===== config.mk =====
export PLATFORM = sky130hd
export DESIGN_NAME = twi_master_transaction_sequencer
export DESIGN_NICKNAME = d
export VERILOG_FILES = /design/src/rtl/core/twims_pkg.sv /design/src/rtl/core/twims_ram.sv /design/src/rtl/core/twims_ctrl.sv /design/src/rtl/core/twi_master_transaction_sequencer.sv
export SDC_FILE = /design/constraint.sdc
export NUM_CORES = 1
export LEC_CHECK = 0
export ABC_AREA = 0
export BUFFER_PORTS_ARGS = -buffer_cell sky130_fd_sc_hd__buf_2
export CAP_MARGIN = 20
export CORE_UTILIZATION = 59
export DETAILED_ROUTE_END_ITERATION = 8
export GPL_TIMING_DRIVEN = 0
export HOLD_SLACK_MARGIN = 0.02
export PLACE_DENSITY = 0.79
export SLEW_MARGIN = 20
export SYNTH_ARGS = -nofsm -noshare
export SYNTH_HDL_FRONTEND = slang
export SYNTH_SLANG_ARGS = --single-unit

===== constraint.sdc =====
create_clock -name clk -period 4 [get_ports clk]
set_input_delay 0.4 -clock clk [delete_from_list [all_inputs] [get_ports clk]]
set_output_delay 0.4 -clock clk [all_outputs]
set_load 0.05 [all_outputs]

===== src/rtl/core/twims_pkg.sv =====
package twims_pkg;

    // Default buffer depths.
    localparam int WRITE_DEPTH_DEF = 16;
    localparam int READ_DEPTH_DEF  = 16;

    // Request types.
    localparam logic [1:0] REQ_START = 2'd0;
    localparam logic [1:0] REQ_EVENT = 2'd1;
    localparam logic [1:0] REQ_LOAD  = 2'd2;

    // Bus commands.
    localparam logic [2:0] CMD_NONE     = 3'd0;
    localparam logic [2:0] CMD_ADDR     = 3'd1;
    localparam logic [2:0] CMD_DATA     = 3'd2;
    localparam logic [2:0] CMD_STOP     = 3'd3;
    localparam logic [2:0] CMD_ACKRX    = 3'd4;
    localparam logic [2:0] CMD_NACKSTOP = 3'd5;

    // Result codes.
    localparam logic [2:0] RES_UNKNOWN  = 3'd0;
    localparam logic [2:0] RES_OK       = 3'd1;
    localparam logic [2:0] RES_BUSERR   = 3'd2;
    localparam logic [2:0] RES_ARBLOST  = 3'd3;
    localparam logic [2:0] RES_NACK     = 3'd4;
    localparam logic [2:0] RES_OVERFLOW = 3'd5;
    localparam logic [2:0] RES_FAIL     = 3'd6;

    // R/W bit of the address byte.
    localparam logic RW_READ  = 1'b1;
    localparam logic RW_WRITE = 1'b0;

    // Response of one item, before the write-buffer data is merged in.
    typedef struct packed {
        logic [2:0] cmd;
        logic [7:0] data_byte;
        logic       data_sel;
        logic       busy;
        logic [2:0] result;
        logic       fin;
        logic       acc;
        logic       rxv;
        logic [3:0] rxi;
    } resp_t;

endpackage


===== src/rtl/core/twims_ram.sv =====
module twims_ram #(
    parameter int WIDTH = 8,
    parameter int DEPTH = 16,
    localparam int AW = (DEPTH > 1) ? $clog2(DEPTH) : 1
) (
    input  logic             clk,
    input  logic             wr_en,
    input  logic [AW-1:0]    wr_addr,
    input  logic [WIDTH-1:0] wr_data,
    input  logic             rd_en,
    input  logic [AW-1:0]    rd_addr,
    output logic [WIDTH-1:0] rd_data
);

    logic [WIDTH-1:0] mem_reg [DEPTH];
    logic [WIDTH-1:0] rd_data_reg;

    // Single write port, registered read port.
    always_ff @(posedge clk)
    begin
        if (wr_en)
        begin
            mem_reg[wr_addr] <= wr_data;
        end
        if (rd_en)
        begin
            rd_data_reg <= mem_reg[rd_addr];
        end
    end

    assign rd_data = rd_data_reg;

endmodule


===== src/rtl/core/twims_ctrl.sv =====
module twims_ctrl
    import twims_pkg::*;
#(
    parameter int WRITE_DEPTH = WRITE_DEPTH_DEF,
    parameter int READ_DEPTH  = READ_DEPTH_DEF,
    localparam int WAW = (WRITE_DEPTH > 1) ? $clog2(WRITE_DEPTH) : 1,
    localparam int RAW = (READ_DEPTH > 1) ? $clog2(READ_DEPTH) : 1
) (
    input  logic           clk,
    input  logic           rst_n,
    input  logic           fire,
    input  logic [1:0]     req_type,
    input  logic [6:0]     target_address,
    input  logic [4:0]     write_count,
    input  logic [7:0]     read_count,
    input  logic [3:0]     load_index,
    input  logic           bus_error,
    input  logic           arb_lost,
    input  logic           write_flag,
    input  logic           read_flag,
    input  logic           rx_nack,
    output resp_t          rsp,
    output logic           wb_rd_en,
    output logic [WAW-1:0] wb_rd_addr,
    output logic           wb_wr_en,
    output logic [WAW-1:0] wb_wr_addr,
    output logic           rb_wr_en,
    output logic [RAW-1:0] rb_wr_addr
);

    // Read count must hold READ_DEPTH itself.
    localparam int RDW = $clog2(READ_DEPTH + 1);

    logic           busy_reg, busy_next;
    logic [2:0]     result_reg, result_next;
    logic [6:0]     addr_reg, addr_next;
    logic [4:0]     wtotal_reg, wtotal_next;
    logic [7:0]     rtotal_reg, rtotal_next;
    logic [4:0]     written_reg, written_next;
    logic [RDW-1:0] rdone_reg, rdone_next;

    logic [8:0]     written_ext;
    logic [8:0]     rdone_ext;
    logic [8:0]     rdone_inc_ext;
    logic [8:0]     load_ext;
    logic [4:0]     wc_sat;
    logic           wb_rd_req;
    logic           wb_wr_req;
    logic           rb_wr_req;

    assign written_ext   = {4'd0, written_reg};
    assign rdone_ext     = 9'(rdone_reg);
    assign rdone_inc_ext = rdone_ext + 9'd1;
    assign load_ext      = {5'd0, load_index};
    assign wc_sat        = ({4'd0, write_count} > 9'(WRITE_DEPTH)) ? 5'(WRITE_DEPTH)
                                                                   : write_count;

    assign wb_rd_addr = written_ext[WAW-1:0];
    assign wb_wr_addr = load_ext[WAW-1:0];
    assign rb_wr_addr = rdone_ext[RAW-1:0];

    // Decision for one item and the next scalar state.
    always_comb
    begin
        busy_next    = busy_reg;
        result_next  = result_reg;
        addr_next    = addr_reg;
        wtotal_next  = wtotal_reg;
        rtotal_next  = rtotal_reg;
        written_next = written_reg;
        rdone_next   = rdone_reg;
        wb_rd_req    = 1'b0;
        wb_wr_req    = 1'b0;
        rb_wr_req    = 1'b0;
        rsp          = '0;
        rsp.cmd      = CMD_NONE;

        unique case (req_type)
            REQ_START:
            begin
                if (!busy_reg)
                begin
                    rsp.acc      = 1'b1;
                    busy_next    = 1'b1;
                    result_next  = RES_UNKNOWN;
                    addr_next    = target_address;
                    wtotal_next  = wc_sat;
                    rtotal_next  = read_count;
                    written_next = '0;
                    rdone_next   = '0;
                    if (wc_sat != 5'd0)
                    begin
                        rsp.cmd       = CMD_ADDR;
                        rsp.data_byte = {target_address, RW_WRITE};
                    end
                    else if (read_count != 8'd0)
                    begin
                        rsp.cmd       = CMD_ADDR;
                        rsp.data_byte = {target_address, RW_READ};
                    end
                    else
                    begin
                        // Nothing to move: done at once.
                        busy_next   = 1'b0;
                        result_next = RES_OK;
                        rsp.fin     = 1'b1;
                    end
                end
            end
            REQ_EVENT:
            begin
                if (busy_reg)
                begin
                    if (bus_error)
                    begin
                        busy_next   = 1'b0;
                        result_next = RES_BUSERR;
                    end
                    else if (arb_lost)
                    begin
                        busy_next   = 1'b0;
                        result_next = RES_ARBLOST;
                    end
                    else if (write_flag)
                    begin
                        if (rx_nack)
                        begin
                            rsp.cmd     = CMD_STOP;
                            busy_next   = 1'b0;
                            result_next = RES_NACK;
                        end
                        else if (written_reg < wtotal_reg)
                        begin
                            // Data byte comes from the write buffer next cycle.
                            rsp.cmd      = CMD_DATA;
                            rsp.data_sel = 1'b1;
                            wb_rd_req    = 1'b1;
                            written_next = written_reg + 5'd1;
                        end
                        else if ({1'b0, rdone_ext[7:0]} < {1'b0, rtotal_reg}
                                 && rdone_ext[8] == 1'b0)
                        begin
                            // Repeated start for the read phase.
                            rsp.cmd       = CMD_ADDR;
                            rsp.data_byte = {addr_reg, RW_READ};
                        end
                        else
                        begin
                            rsp.cmd     = CMD_STOP;
                            busy_next   = 1'b0;
                            result_next = RES_OK;
                            rsp.fin     = 1'b1;
                        end
                    end
                    else if (read_flag)
                    begin
                        if (rdone_ext >= 9'(READ_DEPTH))
                        begin
                            // Read buffer full: drop the byte and stop.
                            rsp.cmd     = CMD_STOP;
                            busy_next   = 1'b0;
                            result_next = RES_OVERFLOW;
                        end
                        else
                        begin
                            rb_wr_req  = 1'b1;
                            rsp.rxv    = 1'b1;
                            rsp.rxi    = rdone_ext[3:0];
                            rdone_next = rdone_inc_ext[RDW-1:0];
                            if (rdone_inc_ext < {1'b0, rtotal_reg})
                            begin
                                rsp.cmd = CMD_ACKRX;
                            end
                            else
                            begin
                                rsp.cmd     = CMD_NACKSTOP;
                                busy_next   = 1'b0;
                                result_next = RES_OK;
                                rsp.fin     = 1'b1;
                            end
                        end
                    end
                    else
                    begin
                        // Event with no flag set.
                        busy_next   = 1'b0;
                        result_next = RES_FAIL;
                    end
                end
            end
            REQ_LOAD:
            begin
                if (load_ext < 9'(WRITE_DEPTH))
                begin
                    wb_wr_req = 1'b1;
                end
            end
            default:
            begin
                // Unused request type: no effect.
            end
        endcase

        rsp.busy   = busy_next;
        rsp.result = result_next;
    end

    assign wb_rd_en = fire & wb_rd_req;
    assign wb_wr_en = fire & wb_wr_req;
    assign rb_wr_en = fire & rb_wr_req;

    // Scalar transaction state.
    always_ff @(posedge clk or negedge rst_n)
    begin
        if (!rst_n)
        begin
            busy_reg    <= 1'b0;
            result_reg  <= RES_UNKNOWN;
            addr_reg    <= '0;
            wtotal_reg  <= '0;
            rtotal_reg  <= '0;
            written_reg <= '0;
            rdone_reg   <= '0;
        end
        else if (fire)
        begin
            busy_reg    <= busy_next;
            result_reg  <= result_next;
            addr_reg    <= addr_next;
            wtotal_reg  <= wtotal_next;
            rtotal_reg  <= rtotal_next;
            written_reg <= written_next;
            rdone_reg   <= rdone_next;
        end
    end

endmodule


===== src/rtl/core/twi_master_transaction_sequencer.sv =====
// I2C master write-then-read sequencer. Each transfer on the input channel (a start
// request, a bus status event or a write-buffer load) yields exactly one transfer on
// the output channel carrying the bus command to issue next, the busy flag and the
// result code. The block takes one item per clock cycle while the output does not
// stall; each result is registered in the output register, alongside the registered
// read of the write-buffer RAM that supplies data bytes. The output register holds
// one result; the input is stalled only while that result is held back by a stall on
// the output side. Write and read buffers are RAMs with one write port and one
// registered read port, of WRITE_DEPTH and READ_DEPTH bytes, and are not cleared by
// reset, so the write buffer slots to be sent must be loaded first.
module twi_master_transaction_sequencer
    import twims_pkg::*;
#(
    parameter int WRITE_DEPTH = WRITE_DEPTH_DEF,
    parameter int READ_DEPTH  = READ_DEPTH_DEF
) (
    input  logic       clk,
    input  logic       rst_n,
    input  logic       in_valid,
    output logic       in_stall,
    input  logic [1:0] req_type,
    input  logic [6:0] target_address,
    input  logic [4:0] write_count,
    input  logic [7:0] read_count,
    input  logic [3:0] load_index,
    input  logic [7:0] load_byte,
    input  logic       bus_error,
    input  logic       arb_lost,
    input  logic       write_flag,
    input  logic       read_flag,
    input  logic       rx_nack,
    input  logic [7:0] rx_byte,
    output logic       out_valid,
    input  logic       out_stall,
    output logic [2:0] bus_command,
    output logic [7:0] bus_byte,
    output logic       busy_res,
    output logic [2:0] result_code,
    output logic       finished,
    output logic       start_accepted,
    output logic       rx_valid,
    output logic [3:0] rx_index
);

    localparam int WAW = (WRITE_DEPTH > 1) ? $clog2(WRITE_DEPTH) : 1;
    localparam int RAW = (READ_DEPTH > 1) ? $clog2(READ_DEPTH) : 1;

    logic           fire;
    resp_t          rsp;
    resp_t          rsp_reg;
    logic           out_valid_reg;
    logic           wb_rd_en;
    logic [WAW-1:0] wb_rd_addr;
    logic           wb_wr_en;
    logic [WAW-1:0] wb_wr_addr;
    logic [7:0]     wb_rd_data;
    logic           rb_wr_en;
    logic [RAW-1:0] rb_wr_addr;

    // The output register frees up when its result is taken.
    assign in_stall = out_valid_reg & out_stall;
    assign fire     = in_valid & ~in_stall;

    twims_ctrl #(
        .WRITE_DEPTH (WRITE_DEPTH),
        .READ_DEPTH  (READ_DEPTH)
    ) u_ctrl (
        .clk            (clk),
        .rst_n          (rst_n),
        .fire           (fire),
        .req_type       (req_type),
        .target_address (target_address),
        .write_count    (write_count),
        .read_count     (read_count),
        .load_index     (load_index),
        .bus_error      (bus_error),
        .arb_lost       (arb_lost),
        .write_flag     (write_flag),
        .read_flag      (read_flag),
        .rx_nack        (rx_nack),
        .rsp            (rsp),
        .wb_rd_en       (wb_rd_en),
        .wb_rd_addr     (wb_rd_addr),
        .wb_wr_en       (wb_wr_en),
        .wb_wr_addr     (wb_wr_addr),
        .rb_wr_en       (rb_wr_en),
        .rb_wr_addr     (rb_wr_addr)
    );

    // Write buffer: loads write, data sends read.
    twims_ram #(
        .WIDTH (8),
        .DEPTH (WRITE_DEPTH)
    ) u_wbuf (
        .clk     (clk),
        .wr_en   (wb_wr_en),
        .wr_addr (wb_wr_addr),
        .wr_data (load_byte),
        .rd_en   (wb_rd_en),
        .rd_addr (wb_rd_addr),
        .rd_data (wb_rd_data)
    );

    // Read buffer: stores each received byte at its slot.
    twims_ram #(
        .WIDTH (8),
        .DEPTH (READ_DEPTH)
    ) u_rbuf (
        .clk     (clk),
        .wr_en   (rb_wr_en),
        .wr_addr (rb_wr_addr),
        .wr_data (rx_byte),
        .rd_en   (1'b0),
        .rd_addr ('0),
        .rd_data ()
    );

    // Output register.
    always_ff @(posedge clk or negedge rst_n)
    begin
        if (!rst_n)
        begin
            out_valid_reg <= 1'b0;
        end
        else if (!in_stall)
        begin
            out_valid_reg <= in_valid;
        end
    end

    always_ff @(posedge clk)
    begin
        if (fire)
        begin
            rsp_reg <= rsp;
        end
    end

    // The RAM read data holds while stalled since its read is tied to acceptance.
    assign out_valid      = out_valid_reg;
    assign bus_command    = rsp_reg.cmd;
    assign bus_byte       = rsp_reg.data_sel ? wb_rd_data : rsp_reg.data_byte;
    assign busy_res       = rsp_reg.busy;
    assign result_code    = rsp_reg.result;
    assign finished       = rsp_reg.fin;
    assign start_accepted = rsp_reg.acc;
    assign rx_valid       = rsp_reg.rxv;
    assign rx_index       = rsp_reg.rxi;

    // A completion always leaves the block idle with an OK result.
    a_fin_ok: assert property (@(posedge clk) disable iff (!rst_n)
        out_valid && finished |-> !busy_res && result_code == RES_OK)
        else $error("finished without idle OK state");

    // A stored byte is always answered by ack or nack on the bus.
    a_rx_cmd: assert property (@(posedge clk) disable iff (!rst_n)
        out_valid && rx_valid |-> bus_command == CMD_ACKRX || bus_command == CMD_NACKSTOP)
        else $error("received byte without receive command");

    // A data byte is only sent within a running transaction.
    a_data_busy: assert property (@(posedge clk) disable iff (!rst_n)
        out_valid && bus_command == CMD_DATA |-> busy_res && !start_accepted)
        else $error("data byte outside a transaction");

    // An accepted start with no bus command is the zero-length case.
    a_zero_len: assert property (@(posedge clk) disable iff (!rst_n)
        out_valid && start_accepted && bus_command == CMD_NONE |-> finished)
        else $error("accepted start issued no command and did not finish");

endmodule

==> impl_metrics.prom, run 1 <==
# TYPE chip_impl_metric gauge
chip_impl_info{name="worst_hold_path_type",value="in -> async"} 1
chip_impl_metric{name="cts.hold.buffers_added",unit=""} 0
chip_impl_metric{name="first_global_vias",unit=""} 5147
chip_impl_metric{name="via_count",unit=""} 5139
chip_impl_info{name="synth_top_cells_by_count",value="159 x edfxtp_1, 61 x nand2_1, 40 x mux4_2"} 1
chip_impl_metric{name="routedWlPerCell",unit="um"} 22.4
chip_impl_metric{name="boundaryPins",unit=""} 75
chip_impl_info{name="synth_top_family_by_area",value="multiplexers"} 1
chip_impl_metric{name="post_synth_edffs",unit=""} 159
chip_impl_metric{name="floorplan.core_area",unit="um2"} 13900
chip_impl_metric{name="postSynthAreaPerCell",unit="um2"} 15.4
chip_impl_metric{name="setup_viol_count_final",unit=""} 0
chip_impl_metric{name="final_weighted_congestion_in_routability_driven_placement",unit=""} 0.915
chip_impl_metric{name="nets",unit=""} 694
chip_impl_metric{name="cts_htree_levels",unit=""} 4
chip_impl_metric{name="place.detailed.hpwl",unit="mm"} 12.2
chip_impl_metric{name="yosys_warnings",unit=""} 0
chip_impl_metric{name="netlist-cell-type-count",unit=""} 52
chip_impl_info{name="synth_top_area_cell",value="edfxtp_1"} 1
chip_impl_metric{name="post_route_cells_drive_above_1_share",unit="%"} 27.2
chip_impl_metric{name="globalRouteOverflowTotal",unit=""} 0
chip_impl_metric{name="crit_required",unit="ns"} 4.06
chip_impl_metric{name="clock-skew-final",unit="ns"} 0.00895
chip_impl_metric{name="cp.arrival",unit="ns"} 3.77
chip_impl_metric{name="synth-xor-area-share",unit="%"} 0.627
chip_impl_metric{name="initial_utilization",unit="%"} 60.4
chip_impl_metric{name="finalInstanceArea",unit="um2"} 9530
chip_impl_metric{name="global_route_wire_length_before_repair",unit="mm"} 28.4
chip_impl_metric{name="yosys.area_share.adder",unit="%"} 2.39
chip_impl_metric{name="ys_seq_area_share",unit="%"} 67.4
chip_impl_metric{name="insertedDiodeCount",unit=""} 0
chip_impl_metric{name="worstRegToRegCells",unit=""} 6
chip_impl_metric{name="synth-simple-area-share",unit="%"} 8.93
chip_impl_info{name="root_buffer",value="clkbuf_16"} 1
chip_impl_metric{name="clkSlewWorstSetupHoldPaths",unit="ns"} 0.07
chip_impl_metric{name="maxSlewHeadroom",unit="%"} 30.3
chip_impl_metric{name="grt_antenna_before_repair",unit=""} 1
chip_impl_metric{name="fraction_of_synthesized_area_in_multiplexers",unit="%"} 11.8
chip_impl_metric{name="timing.setup.tns",unit="ns"} 0
chip_impl_metric{name="grt_start_max_net_pins",unit=""} 36
chip_impl_metric{name="power_density",unit="nW/um2"} 474
chip_impl_info{name="result_of_the_run",value="completed"} 1
chip_impl_metric{name="total_clock_buffers_created_by_cts",unit=""} 17
chip_impl_metric{name="ir_worst_vdd",unit="mV"} 0.418
chip_impl_metric{name="hold_violations",unit=""} 0
chip_impl_metric{name="detail_route.wirelength",unit="mm"} 18.4
chip_impl_metric{name="share_of_the_synthesized_area_in_compound_gates_ao_oa_aoi_oai",unit="%"} 5.90
chip_impl_metric{name="cellLeakagePower",unit="nW"} 3.44
chip_impl_metric{name="route.antenna.remaining_nets",unit=""} 0
chip_impl_metric{name="drcViolationCount",unit=""} 0
chip_impl_metric{name="clock_tree.buffer_depth",unit=""} 2
chip_impl_info{name="grt_setup_unrepaired",value="no"} 1
chip_impl_metric{name="globalRouteTotalUtil",unit="%"} 27.2
chip_impl_metric{name="period_share",unit="%"} 92.7
chip_impl_info{name="cp-end-kind",value="flop"} 1
chip_impl_metric{name="netlist_area_before_placement",unit="um2"} 8380
chip_impl_metric{name="die_y",unit="um"} 121
chip_impl_metric{name="drt-vias-per-instance",unit=""} 6.27
chip_impl_metric{name="post-synth-top-area-fraction",unit="%"} 57.0
chip_impl_metric{name="portBuffers",unit=""} 65
chip_impl_info{name="most_instantiated_library_cell_after_synthesis",value="edfxtp_1"} 1
chip_impl_metric{name="timing.max_cap.violations",unit=""} 0
chip_impl_metric{name="syn-instance-count",unit=""} 543
chip_impl_metric{name="cts_post_setup_buffers_inserted",unit=""} 0
chip_impl_metric{name="timing.critical_path.fanout_max",unit=""} 27
chip_impl_info{name="cp-start-kind",value="flop"} 1
chip_impl_metric{name="post_cts_resize_count",unit=""} 0
chip_impl_metric{name="max_slew.worst_pin.slew",unit="ns"} 1.04
chip_impl_metric{name="design.die.area",unit="um2"} 14700
chip_impl_info{name="postSynth.topFlopCell",value="edfxtp_1"} 1
chip_impl_metric{name="skew_pair_late_insertion_delay",unit="ns"} 0.44
chip_impl_metric{name="placedInstanceArea",unit="um2"} 8940
chip_impl_metric{name="die_w",unit="um"} 121
chip_impl_metric{name="drt_first_pass_iters",unit=""} 5
chip_impl_metric{name="ff_latch_count_synth",unit=""} 194
chip_impl_metric{name="drt_first_iter_violations",unit=""} 626
chip_impl_info{name="synthTopCellsByArea",value="edfxtp_1 57%, mux4_2 11%, dfrtp_1 10%"} 1
chip_impl_metric{name="max_freq",unit="MHz"} 270
chip_impl_metric{name="timing.final.max_slew_violations",unit=""} 0
chip_impl_metric{name="area.growth.synth_to_final",unit="%"} 13.8
chip_impl_info{name="cts_tree",value="yes"} 1
chip_impl_metric{name="async_reset_ff_share",unit="%"} 18.0
chip_impl_metric{name="clock_period_minus_final_worst_setup_slack",unit="ns"} 3.71
chip_impl_metric{name="largest_register_ffs",unit=""} 128
chip_impl_metric{name="numClockSinks",unit=""} 194
chip_impl_info{name="path_class",value="reg -> reg"} 1
chip_impl_metric{name="synth_nets",unit=""} 610
chip_impl_metric{name="fp-row-count",unit=""} 43
-- path summary, 6_finish.rpt --
kind	startpoint	endpoint	slack, ns
worst min register to register	u_ctrl.addr_reg[6]	u_ctrl.addr_reg[6]	0.48
worst min-delay path	rst_n	out_valid	0.06
worst max register to register	out_valid	u_wbuf.mem_reg[3][0]	0.29
max in group asynchronous	rst_n	u_ctrl.written_reg[2]	3.41
min in group clk	in_valid	out_valid	0.17
worst max-delay path	out_valid	u_wbuf.mem_reg[3][0]	0.29
-- stage by stage --
step	hold WS (ns)	utilization [%]	std cells	setup WS, ns	total power, W
finish	0.0645	68.7	820	0.292	0.00452
global placement	0.459	64.3	788	-0.00886	0.00286
floorplan	0.104	-	543	0.839	0.00272
global route	0.127	68.7	820	0.101	0.00467
CTS	0.0791	68.6	820	0.206	0.00453
detailed placement	0.464	64.4	788	0.143	0.00290
-- power breakdown --
group          internal, W  switching, W
logic             0.000188      0.000332
registers          0.00229     0.0000540
clock network     0.000885      0.000769
total              0.00336       0.00116
-- cell type report --
class / instances / area (um2)
flip-flops and latches: 194 / 5650
fillers: 897 / 4350
multi-input cells: 299 / 2510
clock buffers: 20 / 437
repair buffers: 65 / 325
well taps: 180 / 225
plain buffers: 34 / 183
clock inverters: 12 / 143
inverters: 16 / 60.1
-- critical path: stages (launching register included) --
cell	delay [ns]
dfrtp_1	0.39
a21bo_2	0.24
clkbuf_1	0.23
inv_1	0.83
nand3b_1	0.44
or3_1	0.51
nor2_1	0.69
-- per-layer routing --
layer	global-route usage [%]	routed length, um
met1	35.2	7220
met4	10.7	450
met2	44.3	9270
met5	0	18
met3	6.86	1390
-- placed cells by master, fill, tap and decap left out, types with 13 or more instances in the layout --
master	n
buf_2	70
buf_4	13
clkbuf_1	19
clkbuf_16	17
dfrtp_1	35
edfxtp_1	159
ha_1	16
inv_1	16
mux4_2	40
nand2_1	61
nor2_1	30
o21ai_0	24
-- cell families (layout without fill, tap and decap cells) --
kind of cell    count (synthesis)  in the layout
xor+xnor                        6              6
compound gates                 71             71
mux                            48             48
simple gates                  158            158
buf+inv                        50            147
fa+ha+maj                      16             16
flops                         194            194
Note: power is estimated with default switching activity, not from simulation.
==> run 2, diff against run 1 <==
Settings changed: CORE_UTILIZATION 59 to 62, CTS_BUF_LIST set to sky130_fd_sc_hd__clkbuf_8, PLACE_DENSITY 0.79 to 0.82, SYNTH_HIERARCHICAL set to 1.
==> impl_metrics.prom, run 2 <==
# TYPE chip_impl_metric gauge
chip_impl_info{name="cts_tree",value="yes"} 1
chip_impl_metric{name="nets",unit=""} 685
chip_impl_info{name="result_of_the_run",value="completed"} 1
chip_impl_metric{name="timing.final.max_slew_violations",unit=""} 0
chip_impl_info{name="timing.critical_path.cells",value="a21boi_4 -> buf_16 -> clkbuf_1 -> and3_1 -> or3b_2 -> nor2_1"} 1
chip_impl_metric{name="power_density",unit="nW/um2"} 444
chip_impl_info{name="most-common-layout-cells",value="159 x edfxtp_1, 65 x buf_2, 35 x dfrtp_1"} 1
chip_impl_metric{name="floorplan.core_area",unit="um2"} 13300
chip_impl_metric{name="detail_route.wirelength",unit="mm"} 16.7
chip_impl_metric{name="route.antenna.remaining_nets",unit=""} 0
chip_impl_metric{name="die_w",unit="um"} 120
chip_impl_metric{name="filler_cell_count",unit=""} 855
chip_impl_metric{name="drt_first_iter_violations",unit=""} 375
chip_impl_metric{name="total_clock_buffers_created_by_cts",unit=""} 17
chip_impl_metric{name="ir_worst_vdd",unit="mV"} 0.296
chip_impl_metric{name="initial_utilization",unit="%"} 64.3
chip_impl_metric{name="routedWlPerCell",unit="um"} 20.7
chip_impl_metric{name="global_route_wire_length_before_repair",unit="mm"} 25.8
chip_impl_metric{name="cp.arrival",unit="ns"} 3.19
chip_impl_metric{name="clkSlewWorstSetupHoldPaths",unit="ns"} 0.09
chip_impl_metric{name="setup.reg_to_reg.worst_slack",unit="ns"} 0.89
chip_impl_metric{name="cts_htree_levels",unit=""} 4
chip_impl_metric{name="postSynthAreaPerCell",unit="um2"} 16.0
chip_impl_info{name="commonest_non_fill_non_tap_cell_in_the_layout",value="edfxtp_1"} 1
chip_impl_metric{name="synth_nets",unit=""} 604
chip_impl_metric{name="numClockSinks",unit=""} 194
chip_impl_metric{name="netlist_area_before_placement",unit="um2"} 8580
chip_impl_metric{name="drcViolationCount",unit=""} 0
chip_impl_metric{name="via_count",unit=""} 5011
chip_impl_metric{name="final_weighted_congestion_in_routability_driven_placement",unit=""} 0.943
chip_impl_metric{name="fp-row-count",unit=""} 42
chip_impl_metric{name="drt-vias-per-instance",unit=""} 6.21
chip_impl_metric{name="cts_post_setup_buffers_inserted",unit=""} 0
chip_impl_metric{name="portBuffers",unit=""} 61
chip_impl_metric{name="max_freq",unit="MHz"} 322
chip_impl_metric{name="clock-skew-final",unit="ns"} 0.00929
chip_impl_metric{name="place.detailed.hpwl",unit="mm"} 11.7
chip_impl_metric{name="boundaryPins",unit=""} 75
chip_impl_metric{name="post_route_cells_drive_above_1_share",unit="%"} 28.2
chip_impl_metric{name="cts.hold.buffers_added",unit=""} 0
chip_impl_metric{name="insertedDiodeCount",unit=""} 0
chip_impl_info{name="grt_setup_unrepaired",value="no"} 1
chip_impl_metric{name="setup_ws",unit="ns"} 0.895
chip_impl_info{name="cp-end-kind",value="flop"} 1
chip_impl_metric{name="hold_violations",unit=""} 0
chip_impl_metric{name="maxSlewHeadroom",unit="%"} 40.6
chip_impl_metric{name="max_slew.worst_pin.slew",unit="ns"} 0.884
chip_impl_info{name="rr_startpoint",value="out_valid"} 1
chip_impl_info{name="crit_slowest_cell",value="nor2_1"} 1
chip_impl_metric{name="grt_start_max_net_pins",unit=""} 36
chip_impl_metric{name="post_cts_resize_count",unit=""} 0
chip_impl_metric{name="globalRouteOverflowTotal",unit=""} 0
chip_impl_info{name="cp-start-kind",value="flop"} 1
chip_impl_metric{name="setup_viol_count_final",unit=""} 0
chip_impl_info{name="worst_hold_path_type",value="in -> async"} 1
chip_impl_metric{name="area.growth.synth_to_final",unit="%"} 11.2
chip_impl_metric{name="crit_required",unit="ns"} 4.09
chip_impl_metric{name="cpPeakStageDelay",unit="ns"} 0.61
chip_impl_metric{name="final_core_utilization",unit="%"} 71.5
chip_impl_metric{name="fin_cells",unit=""} 807
chip_impl_info{name="path_class",value="reg -> reg"} 1
chip_impl_metric{name="clock_period_minus_final_worst_setup_slack",unit="ns"} 3.11
chip_impl_metric{name="fin_total_pwr",unit="W"} 0.00423
chip_impl_metric{name="die_y",unit="um"} 120
chip_impl_metric{name="seqCellArea",unit="um2"} 5650
chip_impl_metric{name="design.die.area",unit="um2"} 14300
chip_impl_metric{name="timing.critical_path.fanout_max",unit=""} 26
chip_impl_metric{name="drt_first_pass_iters",unit=""} 5
chip_impl_metric{name="worstRegToRegCells",unit=""} 6
chip_impl_metric{name="dpl_worst_slack",unit="ns"} 0.850
chip_impl_metric{name="cellLeakagePower",unit="nW"} 3.52
chip_impl_metric{name="skew_pair_late_insertion_delay",unit="ns"} 0.45
chip_impl_metric{name="syn-instance-count",unit=""} 537
chip_impl_info{name="r2r_end",value="u_wbuf/mem_reg[2][1]"} 1
chip_impl_metric{name="hold_ws",unit="ns"} 0.0326
chip_impl_metric{name="globalRouteTotalUtil",unit="%"} 24.9
chip_impl_metric{name="timing.max_cap.violations",unit=""} 0
chip_impl_metric{name="period_share",unit="%"} 77.6
chip_impl_metric{name="grt_antenna_before_repair",unit=""} 0
chip_impl_metric{name="largest_register_ffs",unit=""} 128
chip_impl_info{name="root_buffer",value="clkbuf_8"} 1
chip_impl_metric{name="dpl.cell_count",unit=""} 775
chip_impl_metric{name="clock_tree.buffer_depth",unit=""} 2
chip_impl_metric{name="first_global_vias",unit=""} 4915
chip_impl_metric{name="yosys_warnings",unit=""} 6
chip_impl_metric{name="multi_input_comb_area",unit="um2"} 2600
==> run 2: worst max-delay path by stage <==
stage	startpoint	endpoint	slack [ns]	cells past startpoint
final	out_valid	u_wbuf/mem_reg[2][1]	0.89	6
after global routing	out_valid	u_wbuf/mem_reg[2][1]	0.78	6
after CTS	out_valid	u_wbuf/mem_reg[2][0]	0.90	6
after detailed placement	in_valid	u_wbuf/mem_reg[2][3]	0.85	7
after global placement	in_valid	u_wbuf/mem_reg[0][7]	-0.79	6
after floorplan	out_valid	u_wbuf/mem_reg[0][0]	0.04	5
==> run 2: per-stage QoR <==
step	area, um2	setup TNS [ns]
4_1_cts	9530	0
3_3_place_gp	9100	-32.05
2_1_floorplan	8580	0
6_report	9540	0
3_5_place_dp	9160	0
5_1_grt	9540	0
==> run 2: layout make-up <==
class                      count  share of cell area (%)
timing repair buffer          62                    3.49
multi-input combinational    286                    27.3
clock buffer                  17                    2.45
tap                          176                    2.31
buffer                        37                    3.00
inverter                      20                   0.787
clock inverter                15                    1.46
sequential                   194                    59.2
==> run 2: metal layers <==
metal	global-route usage (%)	vias up	part of all wire (%)
li1	-	2257	-
met5	0	-	0
met2	42.4	230	52
met4	8.13	0	1.7
met1	32.2	2503	40
met3	5.32	21	7.1
==> run 2: worst max-delay path: cells and delay by family, from the launching register on <==
family,cells,cell delay [ns]
buffers and inverters,2,0.56
and+or+nand+nor,3,1.51
DFF,1,0.43
AOI/OAI and AO/OA,1,0.21
==> run 2: power breakdown <==
part	total, W	leakage (nW)	switching (W)	internal (W)
clock	0.00119	0.182	0.000647	0.000547
combinational	0.000701	1.45	0.000379	0.000322
sequential	0.00234	1.90	0.0000537	0.00228
==> run 3, diff against run 2 <==
Settings changed: CORE_UTILIZATION 62 to 56, PLACE_DENSITY 0.82 to 0.79.
Clock period 4 ns to 2.8 ns, I/O delays scaled along.
==> impl_metrics.prom, run 3 (synthesis results as in run 2) <==
# TYPE chip_impl_metric gauge
chip_impl_metric{name="dpl.cell_count",unit=""} 783
chip_impl_metric{name="global_route_wire_length_before_repair",unit="mm"} 26.2
chip_impl_metric{name="post_route_cells_drive_above_1_share",unit="%"} 29.6
chip_impl_metric{name="clock_tree.buffer_depth",unit=""} 2
chip_impl_metric{name="drt_first_pass_iters",unit=""} 5
chip_impl_metric{name="numClockSinks",unit=""} 194
chip_impl_info{name="path_class",value="in -> reg"} 1
chip_impl_metric{name="crit_required",unit="ns"} 2.90
chip_impl_metric{name="max_freq",unit="MHz"} 379
chip_impl_metric{name="skew_pair_late_insertion_delay",unit="ns"} 0.46
chip_impl_metric{name="detail_route.wirelength",unit="mm"} 16.8
chip_impl_metric{name="via_count",unit=""} 4994
chip_impl_info{name="root_buffer",value="clkbuf_8"} 1
chip_impl_metric{name="clock_period_minus_final_worst_setup_slack",unit="ns"} 2.64
chip_impl_info{name="rr_startpoint",value="out_valid"} 1
chip_impl_info{name="cts_tree",value="yes"} 1
chip_impl_metric{name="ir_worst_vdd",unit="mV"} 0.341
chip_impl_metric{name="nets",unit=""} 689
chip_impl_metric{name="design.die.area",unit="um2"} 15800
chip_impl_metric{name="boundaryPins",unit=""} 75
chip_impl_info{name="result_of_the_run",value="completed"} 1
chip_impl_metric{name="setup_ws",unit="ns"} 0.159
chip_impl_info{name="most-common-layout-cells",value="159 x edfxtp_1, 66 x buf_2, 34 x dfrtp_1"} 1
chip_impl_info{name="grt_setup_unrepaired",value="no"} 1
chip_impl_metric{name="portBuffers",unit=""} 61
chip_impl_metric{name="final_core_utilization",unit="%"} 65.1
chip_impl_metric{name="filler_cell_count",unit=""} 1064
chip_impl_metric{name="area.growth.synth_to_final",unit="%"} 12.0
chip_impl_info{name="timing.critical_path.from",value="in_valid"} 1
chip_impl_metric{name="timing.max_cap.violations",unit=""} 0
chip_impl_info{name="start_point_of_the_worst_hold_path",value="read_count[1]"} 1
chip_impl_metric{name="largest_register_ffs",unit=""} 128
chip_impl_metric{name="clkSlewWorstSetupHoldPaths",unit="ns"} 0.10
chip_impl_metric{name="seqCellArea",unit="um2"} 5650
chip_impl_metric{name="cts_htree_levels",unit=""} 4
chip_impl_metric{name="hold_ws",unit="ns"} 0.0591
chip_impl_metric{name="hold_violations",unit=""} 0
chip_impl_metric{name="initial_utilization",unit="%"} 58.1
chip_impl_metric{name="floorplan.core_area",unit="um2"} 14800
chip_impl_metric{name="drcViolationCount",unit=""} 0
chip_impl_metric{name="fp-row-count",unit=""} 44
chip_impl_metric{name="timing.final.max_slew_violations",unit=""} 0
chip_impl_metric{name="globalRouteTotalUtil",unit="%"} 22.4
chip_impl_metric{name="globalRouteOverflowTotal",unit=""} 0
chip_impl_metric{name="netSwitchingPower",unit="W"} 0.00159
chip_impl_metric{name="placedInstanceArea",unit="um2"} 9160
chip_impl_metric{name="fin_cells",unit=""} 819
chip_impl_info{name="worst_hold_path_type",value="in -> reg"} 1
chip_impl_metric{name="final_weighted_congestion_in_routability_driven_placement",unit=""} 0.939
chip_impl_metric{name="multi_input_comb_area",unit="um2"} 2630
chip_impl_metric{name="cp.arrival",unit="ns"} 2.74
chip_impl_metric{name="die_y",unit="um"} 126
chip_impl_metric{name="first_global_vias",unit=""} 4977
chip_impl_metric{name="share_clk_of_total_power",unit="%"} 28.9
chip_impl_metric{name="insertedDiodeCount",unit=""} 0
chip_impl_metric{name="routedWlPerCell",unit="um"} 20.5
chip_impl_metric{name="pwr-share-comb",unit="%"} 16.5
chip_impl_metric{name="maxSlewHeadroom",unit="%"} 40.7
chip_impl_metric{name="proportion_of_power_drawn_by_flip_flops_and_latches",unit="%"} 54.6
chip_impl_metric{name="dpl_worst_slack",unit="ns"} -0.378
chip_impl_metric{name="period_share",unit="%"} 94.3
chip_impl_metric{name="max_slew.worst_pin.slew",unit="ns"} 0.882
chip_impl_metric{name="total_clock_buffers_created_by_cts",unit=""} 17
chip_impl_metric{name="grt_start_max_net_pins",unit=""} 36
chip_impl_metric{name="die_w",unit="um"} 126
chip_impl_metric{name="cell_internal_pwr",unit="W"} 0.00452
chip_impl_info{name="cp-start-kind",value="input port"} 1
chip_impl_info{name="cp-end-kind",value="flop"} 1
chip_impl_metric{name="cellLeakagePower",unit="nW"} 3.55
chip_impl_metric{name="power_density",unit="nW/um2"} 636
chip_impl_metric{name="clock-skew-final",unit="ns"} 0.00899
chip_impl_metric{name="grt_antenna_before_repair",unit=""} 0
chip_impl_metric{name="setup_viol_count_final",unit=""} 0
chip_impl_metric{name="netSwitchingFraction",unit="%"} 26.0
chip_impl_info{name="commonest_non_fill_non_tap_cell_in_the_layout",value="edfxtp_1"} 1
chip_impl_metric{name="drt-vias-per-instance",unit=""} 6.10
chip_impl_metric{name="finalInstanceArea",unit="um2"} 9610
chip_impl_metric{name="drt_first_iter_violations",unit=""} 473
chip_impl_metric{name="route.antenna.remaining_nets",unit=""} 0
chip_impl_metric{name="timing.critical_path.fanout_max",unit=""} 10
chip_impl_metric{name="place.detailed.hpwl",unit="mm"} 11.6
run 3: cell types whose count changed in the layout (fill, tap and decap cells not counted), moves of 2 or more:
cell           delta
inv_1             +2
clkinv_1          -4
clkinv_2          -2
nor2_2            +3
dlygate4sd3_1     +2
nor2_1            -3
run 3: metrics by stage:
step	TNS, ns	total power (W)
after global routing	0	0.00636
after global placement	-29.54	0.00436
after CTS	0	0.00615
after detailed placement	-32.55	0.00439
after floorplan	0	0.00412
final	0	0.00611
run 3: final timing paths:
| kind | to | slack [ns] | cells past startpoint |
|---|---|---|---|
| min in group asynchronous | u_ctrl/rdone_reg[0] | 0.46 | 2 |
| hold reg to reg | u_ctrl/wtotal_reg[0] | 0.49 | 2 |
| setup / recovery | u_wbuf/mem_reg[2][2] | 0.16 | 7 |
| setup reg to reg | u_wbuf/mem_reg[2][2] | 0.17 | 5 |
| max in group asynchronous | out_valid | 1.74 | 2 |
| hold / removal | u_ctrl/rtotal_reg[1] | 0.06 | 2 |
run 3: what timing repair did:
action / CTS / global route
buffers inserted: 1 / 0
endpoints found under the setup margin: 128 / 3
endpoints found under the hold margin: 36 / 0
pin swaps: 1 / 0
gates resized for setup: 1 / 2
hold buffers: 2 / 0
gates cloned: 1 / 0
run 3: routing by layer:
| metal | global-route usage [%] | wire length [um] | up-vias |
|---|---|---|---|
| met5 | 0 | 0 | - |
| met4 | 8.72 | 237 | 0 |
| met3 | 3.44 | 970 | 22 |
| met2 | 39.3 | 8750 | 198 |
| met1 | 28.3 | 6830 | 2504 |
| li1 | - | - | 2270 |
run 3: worst max-delay path, cell delays in order:
cell and delay, ns:
dlygate4sd3_1 0.52, buf_2 0.13, a21boi_4 0.20, clkbuf_2 0.26, and3_1 0.35, or3b_2 0.56, nor2_2 0.43
run 3: area by class of cell:
class | count | area share [%]
Tap cell | 184 | 2.40
Timing Repair Buffer | 65 | 3.52
Multi-Input combinational cell | 287 | 27.4
Sequential cell | 194 | 58.8
Clock buffer | 17 | 2.43
Buffer | 37 | 2.99
Inverter | 20 | 0.781
Clock inverter | 15 | 1.69
run 3: power groups by stage:
stage / sequential, W / combinational (W) / clock (W)
floorplan: 0.00339 / 0.000723 / 0
detailed placement: 0.00340 / 0.000994 / 0
CTS: 0.00334 / 0.00101 / 0.00181
global route: 0.00335 / 0.00109 / 0.00192
global placement: 0.00339 / 0.000963 / 0
finish: 0.00334 / 0.00101 / 0.00176
